===== src/rtl/core/utf8tc_pkg.sv =====
// Shared types, constants and the UTF-8 encoder function of the transcoder.
package utf8tc_pkg;

  localparam int unsigned GRP_MAX = 5;
  localparam int unsigned GRP_CNT_W = $clog2(GRP_MAX + 1);

  localparam logic [7:0] BOM16_B0 = 8'hFF;
  localparam logic [7:0] BOM16_B1 = 8'hFE;
  localparam logic [7:0] BOM8_B0  = 8'hEF;
  localparam logic [7:0] BOM8_B1  = 8'hBB;
  localparam logic [7:0] BOM8_B2  = 8'hBF;
  localparam logic [7:0] QMARK    = 8'h3F;
  localparam logic [7:0] TERM_BYTE = 8'h00;

  localparam logic [15:0] SURR_HI_MIN = 16'hD800;
  localparam logic [15:0] SURR_HI_MAX = 16'hDBFF;
  localparam logic [15:0] SURR_LO_MIN = 16'hDC00;
  localparam logic [15:0] SURR_LO_MAX = 16'hDFFF;
  localparam logic [20:0] SUPP_BASE   = 21'h10000;

  typedef struct packed {
    logic [3:0][7:0] bytes;
    logic [2:0]      n;
  } cp_enc_t;

  // One input beat's worth of output bytes, first byte in slot 0.
  typedef struct packed {
    logic [GRP_MAX-1:0][7:0] bytes;
    logic [GRP_CNT_W-1:0]    cnt;
    logic                    term;
  } grp_t;

  function automatic cp_enc_t enc_cp(input logic [20:0] cp);
    cp_enc_t e;
    e = '0;
    if (cp <= 21'h7F) begin
      e.bytes[0] = cp[7:0];
      e.n = 3'd1;
    end else if (cp <= 21'h7FF) begin
      e.bytes[0] = {3'b110, cp[10:6]};
      e.bytes[1] = {2'b10, cp[5:0]};
      e.n = 3'd2;
    end else if (cp <= 21'hFFFF) begin
      e.bytes[0] = {4'b1110, cp[15:12]};
      e.bytes[1] = {2'b10, cp[11:6]};
      e.bytes[2] = {2'b10, cp[5:0]};
      e.n = 3'd3;
    end else begin
      e.bytes[0] = {5'b11110, cp[20:18]};
      e.bytes[1] = {2'b10, cp[17:12]};
      e.bytes[2] = {2'b10, cp[11:6]};
      e.bytes[3] = {2'b10, cp[5:0]};
      e.n = 3'd4;
    end
    return e;
  endfunction

endpackage


===== src/rtl/core/utf8tc_decode.sv =====
// Input register, stream-mode tracking and per-beat output group builder.
module utf8tc_decode
  import utf8tc_pkg::*;
(
  input  logic       clk,
  input  logic       rst_n,
  input  logic       in_tvalid,
  output logic       in_tready,
  input  logic [7:0] in_tdata,
  input  logic       in_tlast,
  input  logic       grp_free,
  output logic       grp_load,
  output grp_t       grp
);

  typedef enum logic [1:0] {MODE_DETECT, MODE_UTF16, MODE_PASS} mode_t;

  logic       inr_valid_r;
  logic [7:0] inr_byte_r;
  logic       inr_last_r;

  mode_t      mode_r, mode_nxt;
  logic [1:0] seen_r, seen_nxt;
  logic [7:0] held1_r, held1_nxt;
  logic [7:0] held2_r, held2_nxt;
  logic [7:0] low_r, low_nxt;
  logic       half_r, half_nxt;
  logic [9:0] ph_r, ph_nxt;
  logic       pv_r, pv_nxt;
  logic       stop_r, stop_nxt;

  logic [2:0][7:0]      pre;
  logic [1:0]           pre_n;
  logic [20:0]          cp;
  logic                 cp_on;
  logic                 raw_on;
  logic [15:0]          unit;
  cp_enc_t              enc;
  cp_enc_t              raw_enc;
  logic [GRP_CNT_W-1:0] pos;
  logic                 consume;

  assign unit = {inr_byte_r, low_r};

  always_comb begin
    mode_nxt  = mode_r;
    seen_nxt  = seen_r;
    held1_nxt = held1_r;
    held2_nxt = held2_r;
    low_nxt   = low_r;
    half_nxt  = half_r;
    ph_nxt    = ph_r;
    pv_nxt    = pv_r;
    stop_nxt  = stop_r;
    pre       = '0;
    pre_n     = 2'd0;
    cp        = '0;
    cp_on     = 1'b0;

    unique case (mode_r)
      MODE_DETECT: begin
        if (seen_r == 2'd0) begin
          if (inr_last_r) begin
            pre[0] = inr_byte_r;
            pre_n  = 2'd1;
          end else begin
            held1_nxt = inr_byte_r;
            seen_nxt  = 2'd1;
          end
        end else if (seen_r == 2'd1) begin
          if (held1_r == BOM16_B0 && inr_byte_r == BOM16_B1) begin
            mode_nxt = MODE_UTF16;
          end else if (held1_r == BOM8_B0 && inr_byte_r == BOM8_B1) begin
            held2_nxt = inr_byte_r;
            seen_nxt  = 2'd2;
            if (inr_last_r) begin
              pre[0] = held1_r;
              pre[1] = inr_byte_r;
              pre_n  = 2'd2;
            end
          end else begin
            pre[0]   = held1_r;
            pre[1]   = inr_byte_r;
            pre_n    = 2'd2;
            mode_nxt = MODE_PASS;
          end
        end else begin
          // Full UTF-8 mark is dropped; a near miss replays the held bytes.
          if (inr_byte_r != BOM8_B2) begin
            pre[0] = held1_r;
            pre[1] = held2_r;
            pre[2] = inr_byte_r;
            pre_n  = 2'd3;
          end
          mode_nxt = MODE_PASS;
        end
      end
      MODE_UTF16: begin
        if (half_r) begin
          half_nxt = 1'b0;
          if (!stop_r) begin
            if (pv_r && unit >= SURR_LO_MIN && unit <= SURR_LO_MAX) begin
              cp     = SUPP_BASE + {1'b0, ph_r, unit[9:0]};
              cp_on  = 1'b1;
              pv_nxt = 1'b0;
            end else begin
              // A pending high surrogate here is a broken pair: emit '?'; then handle this unit on its own.
              if (pv_r) begin
                pre[0] = QMARK;
                pre_n  = 2'd1;
                pv_nxt = 1'b0;
              end
              if (unit == 16'h0000) begin
                stop_nxt = 1'b1;
              end else if (unit >= SURR_HI_MIN && unit <= SURR_HI_MAX) begin
                ph_nxt = unit[9:0];
                pv_nxt = 1'b1;
              end else begin
                cp    = {5'b0, unit};
                cp_on = 1'b1;
              end
            end
          end
        end else begin
          low_nxt  = inr_byte_r;
          half_nxt = 1'b1;
        end
      end
      default: begin
        pre[0] = inr_byte_r;
        pre_n  = 2'd1;
      end
    endcase

    // A high surrogate still waiting at end of file goes out raw.
    raw_on  = inr_last_r && mode_nxt == MODE_UTF16 && pv_nxt && !stop_nxt;
    enc     = enc_cp(cp);
    raw_enc = enc_cp({5'b0, 6'b110110, ph_nxt});

    pos       = '0;
    grp.bytes = '0;
    for (int k = 0; k < 3; k++) begin
      if (2'(k) < pre_n) begin
        grp.bytes[pos] = pre[k];
        pos = pos + 1'b1;
      end
    end
    for (int k = 0; k < 4; k++) begin
      if (cp_on && 3'(k) < enc.n) begin
        grp.bytes[pos] = enc.bytes[k];
        pos = pos + 1'b1;
      end
    end
    for (int k = 0; k < 3; k++) begin
      if (raw_on) begin
        grp.bytes[pos] = raw_enc.bytes[k];
        pos = pos + 1'b1;
      end
    end
    if (inr_last_r) begin
      grp.bytes[pos] = TERM_BYTE;
      pos = pos + 1'b1;
    end
    grp.cnt  = pos;
    grp.term = inr_last_r;

    // End of file: start over for the next one.
    if (inr_last_r) begin
      mode_nxt = MODE_DETECT;
      seen_nxt = 2'd0;
      half_nxt = 1'b0;
      pv_nxt   = 1'b0;
      stop_nxt = 1'b0;
    end
  end

  // Beats that produce nothing retire without waiting for the output side.
  assign consume   = inr_valid_r && (grp.cnt == '0 || grp_free);
  assign grp_load  = inr_valid_r && grp.cnt != '0 && grp_free;
  assign in_tready = !inr_valid_r || consume;

  always_ff @(posedge clk) begin
    if (!rst_n) begin
      inr_valid_r <= 1'b0;
      mode_r      <= MODE_DETECT;
      seen_r      <= 2'd0;
      held1_r     <= '0;
      held2_r     <= '0;
      low_r       <= '0;
      half_r      <= 1'b0;
      ph_r        <= '0;
      pv_r        <= 1'b0;
      stop_r      <= 1'b0;
    end else begin
      if (in_tvalid && in_tready) begin
        inr_valid_r <= 1'b1;
        inr_byte_r  <= in_tdata;
        inr_last_r  <= in_tlast;
      end else if (consume) begin
        inr_valid_r <= 1'b0;
      end
      if (consume) begin
        mode_r  <= mode_nxt;
        seen_r  <= seen_nxt;
        held1_r <= held1_nxt;
        held2_r <= held2_nxt;
        low_r   <= low_nxt;
        half_r  <= half_nxt;
        ph_r    <= ph_nxt;
        pv_r    <= pv_nxt;
        stop_r  <= stop_nxt;
      end
    end
  end

endmodule


===== src/rtl/core/utf8tc_serial.sv =====
// Result register holding one output group, drained one byte per beat.
module utf8tc_serial
  import utf8tc_pkg::*;
(
  input  logic       clk,
  input  logic       rst_n,
  input  logic       grp_load,
  input  grp_t       grp,
  output logic       grp_free,
  output logic       out_tvalid,
  input  logic       out_tready,
  output logic [7:0] out_tdata,
  output logic       out_tlast
);

  grp_t                 grp_r;
  logic                 valid_r;
  logic [GRP_CNT_W-1:0] idx_r;
  logic                 last_beat;

  assign last_beat  = idx_r == grp_r.cnt - 1'b1;
  assign grp_free   = !valid_r || (out_tready && last_beat);
  assign out_tvalid = valid_r;
  assign out_tdata  = grp_r.bytes[idx_r];
  assign out_tlast  = grp_r.term && last_beat;

  always_ff @(posedge clk) begin
    if (!rst_n) begin
      valid_r <= 1'b0;
      idx_r   <= '0;
    end else if (grp_load) begin
      grp_r   <= grp;
      valid_r <= 1'b1;
      idx_r   <= '0;
    end else if (valid_r && out_tready) begin
      if (last_beat) begin
        valid_r <= 1'b0;
      end else begin
        idx_r <= idx_r + 1'b1;
      end
    end
  end

endmodule


===== src/rtl/core/utf16le_bom_to_utf8_transcoder.sv =====
// Top level of the UTF-16LE-with-mark to UTF-8 byte stream transcoder.
//
// Input channel (in_*): one file byte per beat, in_tlast on the file's final
// byte. A file opening with FF FE is read as UTF-16LE and re-encoded as UTF-8;
// any other file passes through with a leading EF BB BF mark dropped. Each file
// ends on the output with a single 0x00 beat carrying out_tlast.
// Output channel (out_*): one UTF-8 byte per beat.
// Path: an accepted beat lands in the input register, and its output group
// (zero to five bytes) is loaded from there into the result register once that
// register is free; the result register drives out_*.
// Throughput: one input beat per cycle while each beat yields at most one byte
// and out_tready stays high. The output port moves one byte per cycle while
// out_tready is high, so while a larger group drains the next beat waits in the
// input register. Beats that yield nothing never wait on the output side.
// Reset (rst_n low, synchronous): both registers empty, stream detection
// starts over. A stalled receiver holds the current byte steady; the input
// register then fills and in_tready drops until the group drains.
module utf16le_bom_to_utf8_transcoder
  import utf8tc_pkg::*;
(
  input  logic       clk,
  input  logic       rst_n,
  input  logic       in_tvalid,
  output logic       in_tready,
  input  logic [7:0] in_tdata,   // [7:0] in_byte
  input  logic       in_tlast,   // in_last
  output logic       out_tvalid,
  input  logic       out_tready,
  output logic [7:0] out_tdata,  // [7:0] out_byte
  output logic       out_tlast   // out_last
);

  grp_t grp;
  logic grp_load;
  logic grp_free;

  // Decode the registered beat into its output group.
  utf8tc_decode u_decode (
    .clk       (clk),
    .rst_n     (rst_n),
    .in_tvalid (in_tvalid),
    .in_tready (in_tready),
    .in_tdata  (in_tdata),
    .in_tlast  (in_tlast),
    .grp_free  (grp_free),
    .grp_load  (grp_load),
    .grp       (grp)
  );

  // Drain the group one byte per beat.
  utf8tc_serial u_serial (
    .clk        (clk),
    .rst_n      (rst_n),
    .grp_load   (grp_load),
    .grp        (grp),
    .grp_free   (grp_free),
    .out_tvalid (out_tvalid),
    .out_tready (out_tready),
    .out_tdata  (out_tdata),
    .out_tlast  (out_tlast)
  );

endmodule


===== config.mk =====
export PLATFORM = sky130hd
export DESIGN_NAME = utf16le_bom_to_utf8_transcoder
export DESIGN_NICKNAME = d
export VERILOG_FILES = /design/src/rtl/core/utf8tc_pkg.sv /design/src/rtl/core/utf8tc_decode.sv /design/src/rtl/core/utf8tc_serial.sv /design/src/rtl/core/utf16le_bom_to_utf8_transcoder.sv
export SDC_FILE = /design/constraint.sdc
export NUM_CORES = 1
export LEC_CHECK = 0
export BUFFER_PORTS_ARGS = -buffer_cell sky130_fd_sc_hd__buf_2
export CAP_MARGIN = 20
export CELL_PAD_IN_SITES_DETAIL_PLACEMENT = 0
export CELL_PAD_IN_SITES_GLOBAL_PLACEMENT = 1
export CORE_ASPECT_RATIO = 1.25
export CORE_MARGIN = 1
export CORE_UTILIZATION = 52
export CTS_CLUSTER_DIAMETER = 100
export CTS_CLUSTER_SIZE = 8
export DETAILED_ROUTE_END_ITERATION = 7
export PLACE_DENSITY = 0.92
export RECOVER_POWER = 50
export SYNTH_ARGS = -nofsm -noshare
export SYNTH_HDL_FRONTEND = slang
export SYNTH_SLANG_ARGS = --single-unit

===== constraint.sdc =====
create_clock -name clk -period 20.7 [get_ports clk]
set_input_delay 4.14 -clock clk [delete_from_list [all_inputs] [get_ports clk]]
set_output_delay 4.14 -clock clk [all_outputs]
set_load 0.005 [all_outputs]

==> results of run 1 <==
[synthesized netlist by cell type, types with 6 or more instances]
master / instances / share of area
or3_1: 6 / 0.0048
xnor2_1: 14 / 0.016
buf_1: 7 / 0.0034
edfxtp_1: 53 / 0.20
mux2i_1: 42 / 0.054
a21oi_1: 69 / 0.044
and2_1: 10 / 0.0081
mux4_2: 8 / 0.023
nand4_1: 15 / 0.012
a211oi_1: 19 / 0.018
o211ai_1: 11 / 0.011
o22ai_1: 12 / 0.0097
inv_1: 32 / 0.015
dfxtp_1: 46 / 0.12
o21a_1: 9 / 0.0087
o31ai_1: 9 / 0.0087
and3_1: 17 / 0.014
nor2_1: 65 / 0.031
o21ai_0: 42 / 0.027
a221oi_1: 19 / 0.021
a31oi_1: 14 / 0.011
nand2b_1: 7 / 0.0056
nor4_1: 6 / 0.0048
nand3_1: 30 / 0.019
a2bb2oi_1: 6 / 0.0068
nand2_1: 138 / 0.067
nor3_1: 22 / 0.014
mux2_2: 9 / 0.013
clkbuf_1: 43 / 0.021
a22oi_1: 8 / 0.0077
buf_2: 8 / 0.0052
ha_1: 13 / 0.021
[layout make-up]
type,count,area [µm²]
fill,1395,6240
multi-input combinational,734,4820
sequential,99,2510
clock buffer,12,289
tap,178,223
timing repair buffer,38,211
inverter,33,124
clock inverter,4,42.5
[routing by layer]
metal | part of all wire | up-vias | global-route usage
met5 | 0 | - | 0
met4 | 0.063 | 0 | 0.208
met3 | 0.089 | 133 | 0.0542
met2 | 0.47 | 512 | 0.643
met1 | 0.38 | 3724 | 0.466
li1 | - | 3512 | -
[registers in the layout, summed over array words and instances, names as in the netlist]
| register | count |
|---|---|
| u_serial.idx_r | 3 |
| u_decode.low_r | 8 |
| u_decode.half_r | 1 |
| u_serial.grp_r | 44 |
| u_decode.stop_r | 1 |
| u_decode.held1_r | 8 |
| u_decode.inr_byte_r | 8 |
| u_decode.inr_last_r | 1 |
| u_decode.mode_r | 2 |
| u_decode.ph_r | 10 |
| u_decode.pv_r | 1 |
| u_decode.held2_r | 8 |
| u_decode.seen_r | 2 |
| u_decode.inr_valid_r | 1 |
| u_serial.out_tvalid | 1 |
[power breakdown]
part,switching [mW],leakage (nW),total (mW),internal (mW)
Clock,0.0832,0.163,0.185,0.102
Sequential,0.00735,0.869,0.220,0.213
Combinational,0.0438,1.92,0.0662,0.0224
Total,0.134,2.95,0.471,0.337
[placed cells by master, fill, tap and decap left out, types with 4 or more instances in the layout]
master     synthesis  layout
a211o_1            4       4
a211oi_1          19      19
a21boi_0           3       4
a21o_1             5       5
a21oi_1           69      69
a221oi_1          19      20
a22oi_1            8       8
a2bb2oi_1          6       6
a311oi_1           5       5
a31oi_1           14      14
and2_1            10       7
and3_1            17      17
buf_2              8      15
buf_4              4      13
clkbuf_1          43       8
clkbuf_16          0      11
dfxtp_1           46      46
edfxtp_1          53      53
ha_1              13      13
inv_1             32      32
mux2_2             9       9
mux2i_1           42      42
mux4_2             8       8
nand2_1          138     138
nand2b_1           7       7
nand3_1           30      30
nand4_1           15      15
nor2_1            65      66
nor2b_1            4       4
nor3_1            22      22
nor4_1             6       6
o211a_1            4       4
o211ai_1          11      11
o21a_1             9       9
o21ai_0           42      42
o22ai_1           12      12
o31ai_1            9       9
or3_1              6       6
xnor2_1           14      14
xor2_1             5       5
[per-stage QoR]
step                      instances  hold slack, ps  setup slack [ps]
after floorplan                 930             410             10880
after global placement         1081             454              9900
after detailed placement       1081             459              9700
after CTS                      1097             470              9270
after global routing           1098             471              8190
final                          1098             469              8780
[final timing paths]
check / slack (ps) / depth (start not counted) / endpoint
max: 8780 / 22 / in_tready
min: 470 / 2 / u_decode.held2_r[6]
max reg2reg: 11050 / 22 / u_decode.seen_r[0]
min reg2reg: 470 / 2 / u_decode.held2_r[6]
[worst reg2reg max path, delay by kind of cell, from the launching register on]
family          cells  cell delay, ps
fa+ha+maj           4            1660
simple gates        8            2600
compound gates      9            4320
flops               1             730
buf+inv             1             240
[kinds of logic after synthesis]
group           count (synthesis)  synth area share
simple gates                  348             0.221
flops                          99             0.323
compound gates                294             0.271
mux                            59            0.0904
xor+xnor                       19            0.0214
fa+ha+maj                      13            0.0209
other cells                     1          0.000483
buf+inv                        97            0.0520
==> out/metrics.yaml, run 1 <==
status:
  status: "complete, but fails checks"
  violations: "design-rule violations, max-capacitance violations, max-slew violations"
yosys:
  synth_cell_type_count: 93
  synth_cells: 930
  postSynth.asyncResetShare: 0
  synth_edf_count: 53
  ys.flop_type: "edfxtp_1"
  syn_nets: 956
  ys_seq_area_frac: 0.323
  synth_area_um2: 7770
  synth_seq_cells: 99
  yosys_warnings: 0
  avgSynthCellArea_um2: 8.35
final_layout:
  layout-drive-gt1-share: 0.0946
  nets: 941
  area_growth_pct: 5.86
  final_util: 0.568
  antenna-diode-count: 0
  fin_area_um2: 8220
setup_path:
  crit_required_ps: 16560
  critPathKind: "flip-flop to output port"
  start_kind: "flip-flop"
  crit_fanout: 13
  cpMaxStageDelayCell: "a221oi_1"
  crit_family: "compound AO/OA/AOI/OAI gates"
  critPathLaunch: "u_decode.inr_byte_r[1]"
  end_kind: "output port"
  path_cells: "nand3_1, nor3_4, nand3_1, a21oi_1, nor2_1, ha_1, a221oi_1, inv_1, ha_1, nand2_1, o21ai_0, ha_1, o21ai_0, o211a_1, nand2_1, ha_1, o211ai_1, or4_1, o32a_2, nand2_1, nand3_1, buf_2"
  cp_slowest_stage_delay_ps: 810
  arrival_ps: 7780
  r2r-start: "u_decode.inr_byte_r[1]"
  cpMostUsedCell: "ha_1"
  timing.critical_path.buf_inv: 2
place:
  placed_area_um2: 7930
  dp_hpwl_um: 22100
  gp_congestion: 1.01
  io_buffers: 23
clock_tree:
  clkTransAtPathRegs_ps: 70
  cts_tree: "done"
  htreeDepth: 3
  clkSinkCount: 99
  cts_resized: 0
  cts-root-buf: "clkbuf_16"
  cts_buffer_depth: 2
  post-cts-setup-buffers: 0
  numCtsBuffers: 9
  clk_latency_ps: 360
  postCtsHoldBufs: 0
power:
  pwr_density_cell_nw_per_um2: 57.3
  p_total_mw: 0.471
  total_leakage_power_nw: 2.95
  ir_drop_uv: 51.5
detailed_routing:
  drtIter0Drc: 1134
  drt_wl_total_um: 29100
  firstDrtPassIters: 8
  drc: 12
  routedWlPerCell_um: 26.5
  vias: 7881
  ant_nets: 0
  post_drt_via_cell_ratio: 7.18
die:
  die_area_um2: 15400
  io_pins: 24
  die_height_um: 139
  die-width_um: 111
  rows: 49
  initial_utilization: 0.537
  coreArea_um2: 14500
grt:
  antenna_found_initial: 0
  grt_first_pass_wirelength_um: 44300
  grt_use_total: 0.380
  grt_pass1_vias: 7229
  grt_start_max_net_pins: 51
  grt_overflow: 0
timing:
  clock.fmax_ghz: 0.0839
  fin_tns_setup_ps: 0
  finalSetupViolCount: 0
  tightest_slew_ps: 1940
  maxSlewViolCount: 24
  skew_ps: 14.1
  rsz0062_at_grt: "no"
  finalCritPeriodShare: 0.576
  hold_viol: 0
  slew_headroom: -0.302
  min_period_ps: 11920
min_path:
  hold_path_class: "flip-flop to flip-flop"
  hp-start: "u_decode.held2_r[6]"
run:
  max_cap_viol_count: 2
Note: power is estimated with default switching activity, not from simulation.
==> run 2: changes to the inputs <==
--- a/config.mk
+++ b/config.mk
@@ -11,11 +11,11 @@
 export CELL_PAD_IN_SITES_GLOBAL_PLACEMENT = 1
 export CORE_ASPECT_RATIO = 1.25
 export CORE_MARGIN = 1
-export CORE_UTILIZATION = 52
+export CORE_UTILIZATION = 44
 export CTS_CLUSTER_DIAMETER = 100
 export CTS_CLUSTER_SIZE = 8
 export DETAILED_ROUTE_END_ITERATION = 7
-export PLACE_DENSITY = 0.92
+export PLACE_DENSITY = 0.84
 export RECOVER_POWER = 50
 export SYNTH_ARGS = -nofsm -noshare
 export SYNTH_HDL_FRONTEND = slang
==> constraint.sdc (replaced) <==
create_clock -name clk -period 9.58 [get_ports clk]
set_input_delay 1.916 -clock clk [delete_from_list [all_inputs] [get_ports clk]]
set_output_delay 1.916 -clock clk [all_outputs]
set_load 0.005 [all_outputs]
==> run 2 against run 1 <==
  * The flow still finishes with violations (design-rule violations, max-capacitance violations, max-slew violations)
  * Clock skew about the same
  * Cell count increased by 4.1%
  * Total power increased by 110%
  * First-iteration DRC count decreased by 25%
  * Sequential share of layout area decreased by 0.19 points
==> out/metrics.yaml, run 2 (same netlist as run 1, synthesis figures left out) <==
status:
  status: "complete, but fails checks"
  violations: "design-rule violations, max-capacitance violations, max-slew violations"
timing:
  min_period_ps: 8930
  fin_tns_setup_ps: 0  # unchanged
  clock.fmax_ghz: 0.112
  slew_headroom: -0.301  # +0.00112
  layout_setup_ws_ps: 653  # -8130 ps
  rsz0062_at_grt: "no"
  hold_viol: 0  # unchanged
  tightest_slew_ps: 1930  # -1.66 ps
  finalCritPeriodShare: 0.932
  timing.hold.ws_ps: 473  # +4.18 ps
  maxSlewViolCount: 15  # -38%
  skew_ps: 14.5  # +0.398 ps
  finalSetupViolCount: 0  # unchanged
detailed_routing:
  routedWlPerCell_um: 24.6  # -7.3%
  vias: 7654  # -2.9%
  firstDrtPassIters: 8  # unchanged
  post_drt_via_cell_ratio: 6.70  # -6.7%
  drtIter0Drc: 846  # -25%
  drc: 6  # -6
  drt_wl_total_um: 28100  # -3.5%
  ant_nets: 0  # unchanged
final_layout:
  nets: 944  # +0.32%
  regArea_um2: 2510  # unchanged
  final_cell_mix: "nand2_1 (138), a21oi_1 (69), nor2_1 (66)"
  area_growth_pct: 6.52
  largest_reg_flops: 44  # unchanged
  antenna-diode-count: 0  # unchanged
  multi_input_area_um2: 4830  # +0.26%
  top_regs: "u_serial.grp_r: 44 flops, u_decode.ph_r: 10 flops"
  fin_area_um2: 8280  # +0.62%
  layout_commonest_cell: "nand2_1"
  nFillCells: 1699  # +22%
  final_util: 0.486  # -0.0828
  finalNonFillerCells: 1143  # +4.1%
  largest-register: "u_serial.grp_r"
  layout-drive-gt1-share: 0.0975  # +0.00294
setup_path:
  end_kind: "output port"
  arrival_ps: 7010  # -770 ps
  critPathKind: "flip-flop to output port"
  r2r-end: "u_decode.seen_r[0]"
  crit_fanout: 14  # +1
  start_kind: "flip-flop"
  crit_required_ps: 7660  # -8900 ps
  r2r-start: "u_decode.inr_byte_r[3]"
  reg2regPathDepth: 23  # +4.5%
  rrSetupSlack_ps: 720  # -10330 ps
power:
  total_leakage_power_nw: 2.94  # -0.15%
  p_total_mw: 0.984  # +110%
  pwr_density_cell_nw_per_um2: 119  # +110%
  ir_drop_uv: 97.0  # +88%
clock_tree:
  cts_tree: "done"
  cts-root-buf: "clkbuf_16"
  clkSinkCount: 99  # unchanged
  numCtsBuffers: 9  # unchanged
  clk_latency_ps: 370  # about the same
  post-cts-setup-buffers: 0  # unchanged
  htreeDepth: 3  # unchanged
  clkTransAtPathRegs_ps: 70  # about the same
  postCtsHoldBufs: 0  # unchanged
  cts_resized: 0  # unchanged
  cts_buffer_depth: 2  # unchanged
die:
  rows: 53  # +8.2%
  coreArea_um2: 17000  # +18%
  io_pins: 24  # unchanged
  die_area_um2: 18200  # +18%
  die-width_um: 121  # +8.6%
  die_height_um: 151  # +8.6%
  initial_utilization: 0.456  # -0.0811
grt:
  grt_first_pass_wirelength_um: 42500  # -4.0%
  grt_pass1_vias: 7059  # -2.4%
  antenna_found_initial: 0  # unchanged
  grt_use_total: 0.314  # -0.0660
  grt_start_max_net_pins: 51  # unchanged
  grt_overflow: 0  # unchanged
place:
  gp_congestion: 0.994  # -2.0%
  io_buffers: 23  # unchanged
  dp_hpwl_um: 21600  # -2.2%
  pre_cts_ws_ps: 1230  # -8470 ps
  placed_area_um2: 8020  # +1.0%
  place_inst: 1127  # +4.3%
min_path:
  min_to: "u_decode.held2_r[6]"
  hp-start: "u_decode.held2_r[6]"
  hold_path_class: "flip-flop to flip-flop"
  hold_depth: 2  # unchanged
run:
  max_cap_viol_count: 1  # -1
run 2: cell types whose count changed in the layout (fill, tap and decap cells not counted), sizes merged:
cell	previous run	this run
clkinvlp	0	1
buf	29	31
run 2: final cells by class:
cell class,count,area share
flip-flops and latches,99,0.304
inverters,33,0.0150
multi-input cells,734,0.584
clock buffers,11,0.0307
repair buffers,41,0.0281
clock inverters,5,0.00514
well taps,220,0.0333
run 2: how the worst max path moves through the flow:
| stage | cells past startpoint | to | slack (ps) | startpoint |
|---|---|---|---|---|
| global route | 23 | u_decode.seen_r[0] | 250 | u_decode.inr_byte_r[2] |
| detailed placement | 23 | in_tready | 1230 | u_decode.inr_byte_r[2] |
| floorplan | 26 | in_tready | 1990 | u_decode.inr_byte_r[3] |
| finish | 23 | in_tready | 650 | u_decode.inr_byte_r[3] |
| CTS | 21 | in_tready | 840 | u_decode.inr_byte_r[2] |
| global placement | 23 | in_tready | 1450 | u_decode.inr_byte_r[2] |
run 2: worst max-delay path, cell delays in order (launching register included):
cell and delay (ps):
edfxtp_1 760, nand3_1 230, nor3_4 330, nand3_1 250, a21oi_1 210, buf_4 200
nor2_1 130, ha_1 350, a221oi_2 570, inv_1 210, ha_1 470, nand2_1 90
o21ai_0 110, ha_1 520, o21ai_0 180, o211a_1 190, nand2_1 150, ha_1 210
o211ai_1 100, or4_1 590, o32a_2 380, nand2_1 100, nand3_1 110, buf_2 170
run 2: metal layers:
| layer | track usage | wire length (µm) | vias to the layer above |
|---|---|---|---|
| li1 | - | - | 3507 |
| met1 | 0.378 | 11100 | 3597 |
| met2 | 0.532 | 13300 | 426 |
| met3 | 0.0428 | 2030 | 124 |
| met4 | 0.189 | 1680 | 0 |
| met5 | 0 | 0 | - |
run 2: power breakdown:
group / leakage [nW] / switching, mW / total (mW) / internal (mW)
registers: 0.869 / 0.0144 / 0.474 / 0.459
logic: 1.93 / 0.0955 / 0.145 / 0.0491
clock network: 0.144 / 0.170 / 0.366 / 0.195
total: 2.94 / 0.280 / 0.984 / 0.704
